===== src/hw/rtl/owp_pkg.sv =====
`timescale 1ns / 1ps

package owp_pkg;

   // Item field widths
   localparam int WEIGHT_BITS    = 16;
   localparam int PART_IDX_BITS  = 6;
   localparam int POINT_CNT_BITS = 11;
   localparam int CSR_BITS       = 7;

   // Packed channel widths (whole bytes)
   localparam int REQ_DATA_BITS  = 16;
   localparam int RSP_DATA_BITS  = 24;

   // Defaults for the top-level parameters
   localparam int DEF_MAX_POINTS = 1024;
   localparam int DEF_MAX_PARTS  = 64;

   // Reset value of the part-count register
   localparam logic [CSR_BITS-1:0] NUM_PARTS_RESET = CSR_BITS'(1);

endpackage


===== src/hw/rtl/owp_chooser.sv =====
`timescale 1ns / 1ps

module owp_chooser #(
   parameter int TOT_W = 27,
   parameter int R_W   = 6
) (
   input  logic                        clock,
   input  logic                        ld,
   input  logic                        rank_nz,
   input  logic [R_W-1:0]              r,
   input  logic [TOT_W-1:0]            cur,
   input  logic [owp_pkg::WEIGHT_BITS-1:0] w,
   input  logic [TOT_W-1:0]            maxw,
   input  logic [TOT_W-1:0]            minw,
   input  logic [TOT_W-1:0]            tot,
   input  logic [TOT_W-1:0]            prefix,
   output logic                        stay
);

   localparam int PW = TOT_W + R_W;

   logic [TOT_W-1:0] cur_w;
   logic [PW-1:0]    mx_ff, mn_ff, c1_ff, c2_ff, a1_ff, a2_ff;
   logic             rnz_ff;
   logic [PW-1:0]    hi1, lo1, hi2, lo2, d1, d2;
   logic [PW-1:0]    h1a, l1a, h2a, l2a;

   assign cur_w = cur + TOT_W'(w);

   // Stage 1: scale max, min and current sums by the count of parts left.
   always_ff @(posedge clock) begin
      if (ld) begin
         mx_ff  <= PW'(maxw) * PW'(r);
         mn_ff  <= PW'(minw) * PW'(r);
         c1_ff  <= PW'(cur_w) * PW'(r);
         c2_ff  <= PW'(cur) * PW'(r);
         a1_ff  <= PW'(tot - (prefix + TOT_W'(w)));
         a2_ff  <= PW'(tot - prefix);
         rnz_ff <= rank_nz;
      end
   end

   // Stage 2: spread of each choice; earlier parts count only past part 0.
   always_comb begin
      h1a = (rnz_ff && mx_ff > c1_ff) ? mx_ff : c1_ff;
      l1a = (rnz_ff && mn_ff < c1_ff) ? mn_ff : c1_ff;
      h2a = (rnz_ff && mx_ff > c2_ff) ? mx_ff : c2_ff;
      l2a = (rnz_ff && mn_ff < c2_ff) ? mn_ff : c2_ff;
      hi1 = (h1a > a1_ff) ? h1a : a1_ff;
      lo1 = (l1a < a1_ff) ? l1a : a1_ff;
      hi2 = (h2a > a2_ff) ? h2a : a2_ff;
      lo2 = (l2a < a2_ff) ? l2a : a2_ff;
      d1  = hi1 - lo1;
      d2  = hi2 - lo2;
   end

   assign stay = (d1 <= d2);

endmodule


===== config.mk =====
export PLATFORM = sky130hd
export DESIGN_NAME = owp_chooser
export DESIGN_NICKNAME = d
export VERILOG_FILES = /design/src/hw/rtl/owp_pkg.sv /design/src/hw/rtl/owp_chooser.sv
export SDC_FILE = /design/constraint.sdc
export NUM_CORES = 2
export LEC_CHECK = 0
export BUFFER_PORTS_ARGS = -buffer_cell sky130_fd_sc_hd__buf_2
export CAP_MARGIN = 20
export CORE_MARGIN = 3
export CORE_UTILIZATION = 55
export CTS_CLUSTER_DIAMETER = 30
export DETAILED_ROUTE_END_ITERATION = 16
export GPL_TIMING_DRIVEN = 0
export PLACE_DENSITY = 0.82
export SYNTH_ARGS = -nofsm -noshare
export SYNTH_HDL_FRONTEND = slang
export SYNTH_SLANG_ARGS = --single-unit

===== constraint.sdc =====
create_clock -name clock -period 9.6 [get_ports clock]
set_input_delay 0.48 -clock clock [delete_from_list [all_inputs] [get_ports clock]]
set_output_delay 0.48 -clock clock [all_outputs]
set_load 0.01 [all_outputs]

==> flow_summary_export.csv <==
group,metric,value,unit
sta,slew_violations,0,
cts,cts_tree,"yes",
critical_path,cpPeakStageDelay,490,ps
detailed_routing,wl,139000,um
global_route,grt_pass1_vias,38100,
cts,clk_pin_slew,80,ps
synth,netlist_area,42100,um2
placed_design,placed_cell_area,44200,um2
floorplan,initial_core_util,56.0,%
finish,area_growth,10.8,%
placed_design,pre_cts_ws,-3970,ps
finish,layout_commonest_cell,"nand2_1",
global_route,overflow,0,
placed_design,gp_congestion,1.03,
detailed_routing,dr.pass1.iters,10,
synth,seq_area_frac_synth,13.5,%
floorplan,num_rows,100,
sta,finalSetupViolCount,1,
sta,whs,212,ps
finish,n_fill_cell,6464,
sta,tightest_slew,1200,ps
sta,fmax,94.5,MHz
synth,synth-seq-cells,190,
synth,synth_flop_cell,"edfxtp_1",
finish,fin_util,62.1,%
synth,syn-num-nets,6242,
cts,clkSinkCount,190,
cts,root_buffer,"clkbuf_16",
floorplan,fp.dieArea,80000,um2
synth,post-synth-top-area-cell,"fa_1",
critical_path,worst_setup_path_end_kind,"output port",
critical_path,cp.arrival,10110,ps
detailed_routing,route.detailed.drc,0,
sta,hold_viol,0,
placed_design,place_hpwl,116000,um
floorplan,die-height,283,um
critical_path,worst_path_max_delay_cell,"edfxtp_1",
sta,max_slew_margin,20.3,%
floorplan,ios,161,
global_route,grt_max_degree,127,
critical_path,crit_type,"reg -> out",
detailed_routing,drtIter0Drc,4261,
sta,worst_slack,-986,ps
detailed_routing,ant_nets,0,
synth,yosysWarnings,0,
finish,final_area,46700,um2
run_status,violations,"setup timing",
global_route,track_usage,34.5,%
global_route,antenna_found_initial,10,
placed_design,port_buffers,154,
detailed_routing,vias_per_cell,6.13,
floorplan,core-area,75200,um2
global_route,grt_pass1_wl,211000,um
worst_hold_path,hold_path.class,"in -> reg",
synth,synthTopCellsByArea,"fa_1 (20%), ha_1 (18%), edfxtp_1 (14%)",
cts,clockBufferDepth,2,
critical_path,crit_fanout,9,
synth,synth_edf_count,190,
sta,period_minus_slack,10590,ps
floorplan,fp.dieW,283,um
flow_run,cap_violations,0,
finish,fin_nets,6496,
synth,ys_types,86,
finish,drive_gt1_share,10.3,%
sta,finalCritPeriodShare,110,%
detailed_routing,dr_total_vias,38900,
detailed_routing,drt-wirelength-per-cell,21.9,um
critical_path,cp_data_required_time,9120,ps
finish,mostFrequentLayoutCells,"nand2_1 (791), inv_1 (618), ha_1 (589), fa_1 (422), a21oi_1 (309)",
cts,cts_htree_levels,4,
cts,cts_made_buffers,17,
sta,rsz0062_at_grt,"yes",
synth,synthCells,5054,
critical_path,start_kind,"register",
run_status,status,"finished, violations left",
synth,netlist.area_leader.share,20.1,%
synth,avgSynthCellArea,8.34,um2
synth,synthArstFlopShare,0,%
critical path: cells and delay by family (launching register included):
family / cells / cell delay, ps
buf+inv: 5 / 910
flops: 1 / 490
fa+ha+maj: 4 / 1250
compound gates: 24 / 4890
simple gates: 7 / 1560
xor+xnor: 1 / 130
mux: 1 / 330
timing repair:
item | CTS | global route
pin swaps | 73 | 41
setup buffers | 67 | 12
resized for setup | 280 | 51
endpoints found under the setup margin | 1 | 1
gates cloned | 2 | 0
hold buffers | 0 | 0
layer usage:
layer  part of all wire (%)  global-route usage [%]  wire length, um  vias to the layer above
met3                    8.7                    5.69            12100                      483
met5                  0.033                       0               46                        -
met1                     39                    42.5            53600                    18700
met2                     46                    57.6            63800                     1918
met4                    6.8                    19.7             9460                        8
li1                       -                       -                -                    17900
flip-flops by register name, indices dropped and copies added (netlist names):
register and flops:
rnz_ff 1, c2_ff 33, a2_ff 28, c1_ff 33, mn_ff 33, a1_ff 29, mx_ff 33
final timing paths:
kind / slack, ps / from / end / cells past startpoint
setup / recovery: -990 / mx_ff[2] / stay / 42
hold / removal: 210 / rank_nz / rnz_ff / 1
cell usage after synthesis, types with 18 or more instances:
master       n
nand3_1     83
edfxtp_1   190
o21bai_1    30
a211oi_1    56
and2_1      70
inv_1      627
xnor2_1    138
o21a_1      44
a21o_1     160
a21oi_1    322
nor2_1     283
o2111ai_1   18
o21ai_0    283
ha_1       604
and3_1      28
mux2_2      65
nor2b_1     67
mux2i_1     37
fa_1       424
clkbuf_1   132
xor2_1      78
nand4_1     62
o211ai_1    22
nand2_1    793
a31oi_1     46
buf_1       22
nor3_1      51
nand2b_1    66
stage by stage:
stage | cells | TNS, ps
4_1_cts | 6329 | -748
5_1_grt | 6342 | -1270
3_3_place_gp | 6228 | -3830
6_report | 6347 | -986
2_1_floorplan | 5054 | 0
3_5_place_dp | 6229 | -3970
final cells by class:
cell class | instances | area (um2) | area share [%]
antenna | 6 | 15.0 | 0.0322
multi-input combinational | 4073 | 34300 | 73.5
inverter | 628 | 2360 | 5.06
clock inverter | 15 | 210 | 0.450
tap | 1020 | 1280 | 2.73
timing repair buffer | 236 | 1480 | 3.16
clock buffer | 17 | 425 | 0.911
sequential | 190 | 5710 | 12.2
buffer | 162 | 912 | 1.95
logic make-up (layout without fill, tap and decap cells):
group / count (synthesis) / after routing / synth area share [%]
AOI/OAI and AO/OA: 1135 / 1135 / 17.1
xor gates and xnor gates: 216 / 216 / 4.49
adders and majority gates: 1028 / 1028 / 38.1
buffers and inverters: 791 / 1058 / 7.09
DFF: 190 / 190 / 13.5
muxes: 102 / 102 / 2.62
other: 0 / 6 / 0
and+or+nand+nor: 1592 / 1592 / 17.1
Power is left out: the tool's default activity adds up to more than one toggle a clock period on the data nets, which glitch-free logic cannot reach.
